==> config.mk <==
export PLATFORM = sky130hd
export DESIGN_NAME = sorted_expiry_timer_queue_core
export DESIGN_NICKNAME = d
export VERILOG_FILES = /design/src/hdl/setq_pkg.sv /design/src/hdl/setq_store.sv /design/src/hdl/sorted_expiry_timer_queue_core.sv
export SDC_FILE = /design/constraint.sdc
export NUM_CORES = 2
export LEC_CHECK = 0
export BUFFER_PORTS_ARGS = -buffer_cell sky130_fd_sc_hd__buf_4
export CAP_MARGIN = 15
export CORE_MARGIN = 2
export CORE_UTILIZATION = 55
export CTS_BUF_LIST = sky130_fd_sc_hd__clkbuf_8
export DETAILED_ROUTE_END_ITERATION = 7
export PLACE_DENSITY = 0.72
export SLEW_MARGIN = 20
export SYNTH_ARGS = -nofsm -noshare
export SYNTH_HDL_FRONTEND = slang
export SYNTH_SLANG_ARGS = --single-unit
==> constraint.sdc <==
create_clock -name i_clk -period 7.2 [get_ports i_clk]
set_input_delay 1.08 -clock i_clk [delete_from_list [all_inputs] [get_ports i_clk]]
set_output_delay 1.08 -clock i_clk [all_outputs]
set_load 0.005 [all_outputs]
==> src/hdl/setq_pkg.sv <==
// Package for the sorted expiry timer queue.
// Holds the widths, operation and status codes, state type and memory port structures.
// Used by setq_store and sorted_expiry_timer_queue_core; depends on nothing.
package setq_pkg;

    localparam int HANDLES      = 32;
    localparam int ID_W         = 5;
    localparam int LINK_W       = 6;
    localparam int TIME_W       = 32;
    localparam int CAPACITY_DEF = 32;
    localparam int IN_DATA_W    = 72;
    localparam int OUT_DATA_W   = 8;

    localparam logic [LINK_W-1:0] NIL_LINK = 6'h3F;

    typedef enum logic [1:0] {
        KIND_ADD,
        KIND_ADJUST,
        KIND_DELETE,
        KIND_TICK
    } t_kind;

    typedef enum logic [1:0] {
        ST_OK,
        ST_FULL,
        ST_INACTIVE,
        ST_ACTIVE
    } t_status;

    typedef enum logic [2:0] {
        S_IDLE,
        S_RESP,
        S_UNLINK,
        S_START,
        S_WALK,
        S_LINK1,
        S_LINK2,
        S_TICK
    } t_state;

    typedef struct packed {
        logic              en;
        logic [ID_W-1:0]   addr;
        logic [TIME_W-1:0] data;
    } t_time_wr;

    typedef struct packed {
        logic              en;
        logic [ID_W-1:0]   addr;
        logic [LINK_W-1:0] data;
    } t_link_wr;

    typedef struct packed {
        logic [TIME_W-1:0] exp;
        logic [LINK_W-1:0] nxt;
        logic [LINK_W-1:0] prv;
    } t_rd_data;

endpackage

==> src/hdl/setq_store.sv <==
// Entry store of the timer queue: expiry, next link and previous link memories.
// One shared read address with registered read data, one write port per memory.
// Depends on setq_pkg.
module setq_store (
    input  logic                     i_clk,
    input  logic [setq_pkg::ID_W-1:0] i_rd_addr,
    output setq_pkg::t_rd_data       o_rd,
    input  setq_pkg::t_time_wr       i_exp_wr,
    input  setq_pkg::t_link_wr       i_nxt_wr,
    input  setq_pkg::t_link_wr       i_prv_wr
);
    import setq_pkg::*;

    logic [TIME_W-1:0] r_exp_mem [HANDLES];
    logic [LINK_W-1:0] r_nxt_mem [HANDLES];
    logic [LINK_W-1:0] r_prv_mem [HANDLES];

    always_ff @(posedge i_clk) begin
        if (i_exp_wr.en) begin
            r_exp_mem[i_exp_wr.addr] <= i_exp_wr.data;
        end
        if (i_nxt_wr.en) begin
            r_nxt_mem[i_nxt_wr.addr] <= i_nxt_wr.data;
        end
        if (i_prv_wr.en) begin
            r_prv_mem[i_prv_wr.addr] <= i_prv_wr.data;
        end
        o_rd.exp <= r_exp_mem[i_rd_addr];
        o_rd.nxt <= r_nxt_mem[i_rd_addr];
        o_rd.prv <= r_prv_mem[i_rd_addr];
    end

endmodule

==> src/hdl/sorted_expiry_timer_queue_core.sv <==
// Sorted expiry timer queue: a doubly linked list of timers kept in expiry order.
// Add and adjust walk the list from the head, one entry per cycle through the store's read port,
// to find the insertion point; delete unlinks the entry; a rejected request goes straight to the
// response; a tick pops each expired timer from the head. Requests are taken one at a time, the
// next in the cycle after the last result is loaded; output stalls hold the response states.
// Reset is synchronous and clears state, head, count and active flags; memories are not cleared.
module sorted_expiry_timer_queue_core #(
    parameter int CAPACITY = setq_pkg::CAPACITY_DEF
) (
    input  logic                           i_clk,
    input  logic                           i_rst_n,
    input  logic                           i_s_tvalid,
    output logic                           o_s_tready,
    // timer_id [4:0], expire_time [36:5], now_time [68:37], zero [71:69]
    input  logic [setq_pkg::IN_DATA_W-1:0] i_s_tdata,
    // kind [1:0]
    input  logic [1:0]                     i_s_tuser,
    output logic                           o_m_tvalid,
    input  logic                           i_m_tready,
    // status [1:0], expired_id [6:2], zero [7]
    output logic [setq_pkg::OUT_DATA_W-1:0] o_m_tdata,
    // expired_valid [0]
    output logic                           o_m_tuser,
    output logic                           o_m_tlast
);
    import setq_pkg::*;

    localparam int LIMIT = (CAPACITY < HANDLES) ? CAPACITY : HANDLES;
    localparam int CNT_W = $clog2(LIMIT + 1);

    t_state              r_state, n_state;
    t_kind               r_kind, n_kind;
    t_status             r_status, n_status;
    logic [ID_W-1:0]     r_id, n_id;
    logic [TIME_W-1:0]   r_exp, n_exp;
    logic [TIME_W-1:0]   r_now, n_now;
    logic [LINK_W-1:0]   r_head, n_head;
    logic [LINK_W-1:0]   r_at, n_at;
    logic [LINK_W-1:0]   r_before, n_before;
    logic [HANDLES-1:0]  r_active, n_active;
    logic [CNT_W-1:0]    r_count, n_count;
    logic                r_pend_valid, n_pend_valid;
    logic [ID_W-1:0]     r_pend_id, n_pend_id;
    logic [ID_W-1:0]     r_ra;

    logic                r_out_valid;
    t_status             r_out_status;
    logic                r_out_xvalid;
    logic [ID_W-1:0]     r_out_id;
    logic                r_out_last;

    t_kind               in_kind;
    logic [ID_W-1:0]     in_id;
    logic [TIME_W-1:0]   in_exp;
    logic [TIME_W-1:0]   in_now;

    logic                accept;
    logic                out_free;
    logic                full;
    logic                walk_stop;
    logic                tick_hit;

    logic [ID_W-1:0]     rd_addr;
    t_rd_data            rd;
    t_time_wr            exp_wr;
    t_link_wr            nxt_wr;
    t_link_wr            prv_wr;

    logic                emit;
    t_status             e_status;
    logic                e_xvalid;
    logic [ID_W-1:0]     e_id;
    logic                e_last;

    assign in_kind = t_kind'(i_s_tuser);
    assign in_id   = i_s_tdata[ID_W-1:0];
    assign in_exp  = i_s_tdata[ID_W +: TIME_W];
    assign in_now  = i_s_tdata[ID_W+TIME_W +: TIME_W];

    assign o_s_tready = (r_state == S_IDLE);
    assign accept     = i_s_tvalid && o_s_tready;
    assign out_free   = !r_out_valid || i_m_tready;
    assign full       = (r_count >= CNT_W'(LIMIT));
    assign walk_stop  = r_at[LINK_W-1] || (rd.exp > r_exp);
    assign tick_hit   = !r_head[LINK_W-1] && (r_now >= rd.exp);

    setq_store u_store (
        .i_clk     (i_clk),
        .i_rd_addr (rd_addr),
        .o_rd      (rd),
        .i_exp_wr  (exp_wr),
        .i_nxt_wr  (nxt_wr),
        .i_prv_wr  (prv_wr)
    );

    always_comb begin
        n_state = r_state;
        unique case (r_state)
            S_IDLE: begin
                if (accept) begin
                    case (in_kind) inside
                        KIND_ADD: begin
                            n_state = (r_active[in_id] || full) ? S_RESP : S_WALK;
                        end
                        KIND_ADJUST, KIND_DELETE: begin
                            n_state = r_active[in_id] ? S_UNLINK : S_RESP;
                        end
                        default: begin
                            n_state = S_TICK;
                        end
                    endcase
                end
            end
            S_RESP, S_LINK2: begin
                if (out_free) begin
                    n_state = S_IDLE;
                end
            end
            S_UNLINK: begin
                n_state = (r_kind == KIND_ADJUST) ? S_START : S_RESP;
            end
            S_START: begin
                n_state = S_WALK;
            end
            S_WALK: begin
                if (walk_stop) begin
                    n_state = S_LINK1;
                end
            end
            S_LINK1: begin
                n_state = S_LINK2;
            end
            S_TICK: begin
                if (!tick_hit && out_free) begin
                    n_state = S_IDLE;
                end
            end
            default: begin
                n_state = S_IDLE;
            end
        endcase
    end

    always_comb begin
        n_kind       = r_kind;
        n_status     = r_status;
        n_id         = r_id;
        n_exp        = r_exp;
        n_now        = r_now;
        n_head       = r_head;
        n_at         = r_at;
        n_before     = r_before;
        n_active     = r_active;
        n_count      = r_count;
        n_pend_valid = r_pend_valid;
        n_pend_id    = r_pend_id;
        rd_addr      = r_ra;
        exp_wr       = '0;
        nxt_wr       = '0;
        prv_wr       = '0;
        emit         = 1'b0;
        e_status     = ST_OK;
        e_xvalid     = 1'b0;
        e_id         = '0;
        e_last       = 1'b1;
        unique case (r_state)
            S_IDLE: begin
                if (accept) begin
                    n_kind       = in_kind;
                    n_id         = in_id;
                    n_exp        = in_exp;
                    n_now        = in_now;
                    n_status     = ST_OK;
                    n_at         = r_head;
                    n_before     = NIL_LINK;
                    n_pend_valid = 1'b0;
                    rd_addr      = r_head[ID_W-1:0];
                    case (in_kind) inside
                        KIND_ADD: begin
                            if (r_active[in_id]) begin
                                n_status = ST_ACTIVE;
                            end else if (full) begin
                                n_status = ST_FULL;
                            end else begin
                                n_active[in_id] = 1'b1;
                                n_count         = r_count + 1'b1;
                                exp_wr          = '{1'b1, in_id, in_exp};
                            end
                        end
                        KIND_ADJUST, KIND_DELETE: begin
                            rd_addr = in_id;
                            if (!r_active[in_id]) begin
                                n_status = ST_INACTIVE;
                            end
                        end
                        default: begin
                        end
                    endcase
                end
            end
            S_RESP: begin
                emit     = out_free;
                e_status = r_status;
            end
            S_UNLINK: begin
                if (rd.prv[LINK_W-1]) begin
                    n_head = rd.nxt;
                end else begin
                    nxt_wr = '{1'b1, rd.prv[ID_W-1:0], rd.nxt};
                end
                if (!rd.nxt[LINK_W-1]) begin
                    prv_wr = '{1'b1, rd.nxt[ID_W-1:0], rd.prv};
                end
                if (r_kind == KIND_ADJUST) begin
                    exp_wr = '{1'b1, r_id, r_exp};
                end else begin
                    n_active[r_id] = 1'b0;
                    n_count        = r_count - 1'b1;
                end
            end
            S_START: begin
                rd_addr  = r_head[ID_W-1:0];
                n_at     = r_head;
                n_before = NIL_LINK;
            end
            S_WALK: begin
                if (!walk_stop) begin
                    n_before = r_at;
                    n_at     = rd.nxt;
                    rd_addr  = rd.nxt[ID_W-1:0];
                end
            end
            S_LINK1: begin
                nxt_wr = '{1'b1, r_id, r_at};
                prv_wr = '{1'b1, r_id, r_before};
                if (r_before[LINK_W-1]) begin
                    n_head = {1'b0, r_id};
                end
            end
            S_LINK2: begin
                if (!r_before[LINK_W-1]) begin
                    nxt_wr = '{1'b1, r_before[ID_W-1:0], {1'b0, r_id}};
                end
                if (!r_at[LINK_W-1]) begin
                    prv_wr = '{1'b1, r_at[ID_W-1:0], {1'b0, r_id}};
                end
                emit = out_free;
            end
            S_TICK: begin
                if (tick_hit) begin
                    if (r_pend_valid) begin
                        emit     = out_free;
                        e_xvalid = 1'b1;
                        e_id     = r_pend_id;
                        e_last   = 1'b0;
                    end
                    if (!r_pend_valid || out_free) begin
                        n_head                       = rd.nxt;
                        n_active[r_head[ID_W-1:0]]   = 1'b0;
                        n_count                      = r_count - 1'b1;
                        n_pend_valid                 = 1'b1;
                        n_pend_id                    = r_head[ID_W-1:0];
                        rd_addr                      = rd.nxt[ID_W-1:0];
                        if (!rd.nxt[LINK_W-1]) begin
                            prv_wr = '{1'b1, rd.nxt[ID_W-1:0], NIL_LINK};
                        end
                    end
                end else begin
                    emit     = out_free;
                    e_xvalid = r_pend_valid;
                    e_id     = r_pend_valid ? r_pend_id : '0;
                end
            end
            default: begin
            end
        endcase
    end

    always_ff @(posedge i_clk) begin
        if (!i_rst_n) begin
            r_state      <= S_IDLE;
            r_head       <= NIL_LINK;
            r_active     <= '0;
            r_count      <= '0;
            r_pend_valid <= 1'b0;
        end else begin
            r_state      <= n_state;
            r_head       <= n_head;
            r_active     <= n_active;
            r_count      <= n_count;
            r_pend_valid <= n_pend_valid;
        end
    end

    always_ff @(posedge i_clk) begin
        r_kind    <= n_kind;
        r_status  <= n_status;
        r_id      <= n_id;
        r_exp     <= n_exp;
        r_now     <= n_now;
        r_at      <= n_at;
        r_before  <= n_before;
        r_pend_id <= n_pend_id;
        r_ra      <= rd_addr;
    end

    always_ff @(posedge i_clk) begin
        if (!i_rst_n) begin
            r_out_valid <= 1'b0;
        end else if (emit) begin
            r_out_valid <= 1'b1;
        end else if (i_m_tready) begin
            r_out_valid <= 1'b0;
        end
    end

    always_ff @(posedge i_clk) begin
        if (emit) begin
            r_out_status <= e_status;
            r_out_xvalid <= e_xvalid;
            r_out_id     <= e_id;
            r_out_last   <= e_last;
        end
    end

    assign o_m_tvalid = r_out_valid;
    assign o_m_tdata  = {1'b0, r_out_id, r_out_status};
    assign o_m_tuser  = r_out_xvalid;
    assign o_m_tlast  = r_out_last;

`ifndef NO_ASSERTIONS
    a_count_matches: assert property (@(posedge i_clk) disable iff (!i_rst_n)
        r_count == CNT_W'($countones(r_active)))
        else $error("Active count differs from the number of active flags.");

    a_head_empty: assert property (@(posedge i_clk) disable iff (!i_rst_n)
        (r_state == S_IDLE) |-> (r_head[LINK_W-1] == (r_count == '0)))
        else $error("List head and active count disagree on an empty queue.");

    a_pop_active: assert property (@(posedge i_clk) disable iff (!i_rst_n)
        (r_state == S_TICK && tick_hit) |-> r_active[r_head[ID_W-1:0]])
        else $error("Tick pops an entry that is not active.");

    a_emit_free: assert property (@(posedge i_clk) disable iff (!i_rst_n)
        emit |-> out_free)
        else $error("Result loaded while the output register still holds one.");
`endif

endmodule
==> results_dict.tcl <==
set metrics [dict create \
    status "complete, but fails checks" \
    violations "design-rule violations" \
    worst_slew_pin_slew_ns 1.15 \
    async_reset_ff_share_pct 0 \
    final_cell_area_mm2 0.0741 \
    fin_crit_ns 6.25 \
    grt_pass1_vias 41500 \
    critPathBufInv 2 \
    synth.area.top_cells "edfxtp_1, nand2_1, mux2i_1, dfxtp_1, a21oi_1" \
    min_from "i_s_tdata[63]" \
    htreeDepth 5 \
    required_ns 8.02 \
    seq_area_frac_synth_pct 71.1 \
    die_y_um 351 \
    slew_violations 0 \
    crit_type "reg2reg" \
    place_hpwl_um 99100 \
    synthCells 4888 \
    yosys.area.top_type_share_pct 68.2 \
    synth_edf_count 1507 \
    clkLatencyLatePin_ns 0.97 \
    yosysWarningCount 0 \
    root_buffer "clkbuf_8" \
    peakVddDrop_mv 0.977 \
    holdPathStages 1 \
    nNetsFinal 5181 \
    ff2ff_setup_slack_ns 0.95 \
    startpoint "r_exp[15]$_DFFE_PP_" \
    detail-route-antenna-nets 0 \
    dpl_worst_slack_ns 1.08 \
    drive_gt1_share_pct 12.1 \
    initial_core_util_pct 55.4 \
    rsz0062_at_grt "no" \
    syn_avg_cell_area_um2 13.6 \
    clk_path_buf_depth 4 \
    path_common_cell "a22oi_1" \
    ys.flop_type "edfxtp_1" \
    crit_fanout 40 \
    grt_overflow 0 \
    power_leakage_nw 26.6 \
    grt_usage_pct 28.8 \
    finalSetupTns_ns 0 \
    clk_pin_slew_ns 0.06 \
    power.density_mw_per_mm2 468 \
    finClkSkew_ns 0.0741 \
    dpl_cell_area_mm2 0.0692 \
    die_x_um 351 \
    cts_hold_buf 0 \
    cts_tree "done" \
    numCtsBuffers 276 \
    timing.rr.start "r_exp[15]$_DFFE_PP_" \
    crit_slowest_cell "nor4_1" \
    drc 11 \
    drv_cap 0 \
    antenna_found_initial 3 \
    yosysMostFrequentCell "edfxtp_1" \
    relSlewSlack_pct 23.2 \
    grt_start_max_net_pins 113 \
    vias 43200 \
    worst_slack_ns 0.945 \
    reg2reg_to "u_store.o_rd[11]$_DFF_P_" \
    finalWirelength_um 179000 \
    dieArea_mm2 0.124 \
    place_congestion 0.909 \
    post_cts_buffers 0 \
    synth_area_leader_cell "edfxtp_1" \
    crit_chain "inv_1 -> ha_1 -> nand4_1 -> nor4_1 -> a22oi_1 -> o31ai_1 -> and3_4 -> a21o_4 -> buf_4 -> mux2i_1 -> o22ai_1 -> a2111oi_0 -> a22oi_1" \
    num_rows 127 \
    max_stage_delay_ns 0.89 \
    post_cts_resize_count 0 \
    startpoint_type "flop" \
    grt_pass1_wl_um 262000 \
    synth_common_cells "edfxtp_1, nand2_1, a21oi_1" \
    port_buffers 85 \
    synth-seq-cells 1605 \
    ys_types 82 \
    period_share_pct 86.9 \
    reg2regPathDepth 13 \
    synth_area_mm2 0.0664 \
    via_per_inst 6.31 \
    io_pins 90 \
    hp-class "in2reg" \
    drt_iter0_drc 6197 \
    worst_setup_path_end_kind "flop" \
    area_growth_pct 11.6 \
    setup_violations 0 \
    fin_util_pct 61.9 \
    critPathTopFamily "compound AO/OA/AOI/OAI gates" \
    synthesis.nets 5036 \
    min_to "r_now[26]$_DFFE_PP_" \
    post_drt_wl_per_cell_um 26.1 \
    hold_ws_ns 0.293 \
    hold_violations 0 \
    max_freq_ghz 0.160 \
    worstPathArrival_ns 7.07 \
    fp.coreArea_mm2 0.120 \
    first_pass_iters 8 \
    clock_sinks 1605 \
]
[through the flow]
stage / cells / power [W]
6_report: 6836 / 0.0347
5_1_grt: 6834 / 0.0362
4_1_cts: 6830 / 0.0345
3_5_place_dp: 6365 / 0.0271
3_3_place_gp: 6365 / 0.0268
2_1_floorplan: 4888 / 0.0217
[final cells by class]
cell class	instances	area (um^2)
repair buffers	194	1800
flip-flops and latches	1605	47200
diodes	4	10.0
fillers	8968	45700
inverters	176	673
clock buffers	296	4070
well taps	1612	2020
clock inverters	169	796
multi-input cells	2780	17500
[routing by layer]
layer  vias to the layer above  track usage [%]  routed length (um)
li1                      18900                -                   -
met1                     21300             39.9               69400
met2                      2584             44.5               82400
met3                       403             6.05               20400
met4                         0             12.2                6610
met5                         -                0                   0
[logic make-up (layout without fill, tap and decap cells)]
logic type,after synthesis,count (layout),synth area share (%)
xor gates and xnor gates,9,9,0.119
other,1,5,0.00565
and+or+nand+nor,1503,1503,9.77
buffers and inverters,503,835,3.10
muxes,244,244,3.84
AOI/OAI and AO/OA,953,953,10.7
DFF,1605,1605,71.1
adders and majority gates,70,70,1.33
[power breakdown]
group	internal, W	switching (W)
Sequential	0.0109	0.000419
Clock	0.00391	0.00354
Combinational	0.00508	0.0108
Total	0.0199	0.0147
[worst register-to-register path: cells and delay by family, from the launching register on]
family          cells  cell delay [ns]
fa+ha+maj           1             0.31
compound gates      6             2.58
buf+inv             2             0.60
mux                 1             0.31
simple gates        3             1.98
flops               1             0.36
[placed cells by master (no fill, tap or decap), types with 9 or more instances in the layout]
master	instances
a22o_2	10
a222oi_1	12
nor2_4	35
o22ai_1	44
buf_12	26
o21ai_0	42
a311o_1	86
ha_1	69
edfxtp_1	1507
clkinv_2	23
a2111oi_1	37
a21oi_1	268
nand2b_1	15
mux2i_1	229
nor3_1	59
a22o_1	25
nor2_1	124
nand2_1	957
nand3_1	100
o311a_1	43
clkbuf_8	296
and2_1	16
a32oi_1	50
a221oi_1	9
inv_1	264
nand4_1	13
clkinv_1	43
and3_1	102
a211oi_1	88
a22oi_1	71
buf_4	166
dfxtp_1	98
nor2b_1	15
nor3b_1	26
a2111oi_0	93
[flip-flops by register name (all words and copies together), names as in the netlist, 2 cells and up]
register / flops
u_store.r_prv_mem: 192
r_ra: 5
r_at: 6
r_exp: 32
u_store.r_exp_mem: 1024
r_now: 32
u_store.o_rd: 44
r_status: 2
r_before: 6
r_out_status: 2
u_store.r_nxt_mem: 192
r_out_id: 5
r_kind: 2
r_pend_id: 5
r_count: 6
r_active: 32
r_id: 5
r_head: 6
r_state: 3
[how the worst max path moves through the flow]
stage                                               endpoint  slack [ns]  depth (start not counted)
after floorplan           u_store.r_exp_mem[10][0]$_DFFE_PP_        1.32                          7
after global placement              u_store.o_rd[32]$_DFF_P_        1.20                         13
after detailed placement            u_store.o_rd[11]$_DFF_P_        1.08                         13
after CTS                           u_store.o_rd[11]$_DFF_P_        1.08                         13
after global routing                 u_store.o_rd[5]$_DFF_P_        0.75                         13
final                               u_store.o_rd[11]$_DFF_P_        0.95                         13
No activity file was read; power rests on OpenSTA's default activity.
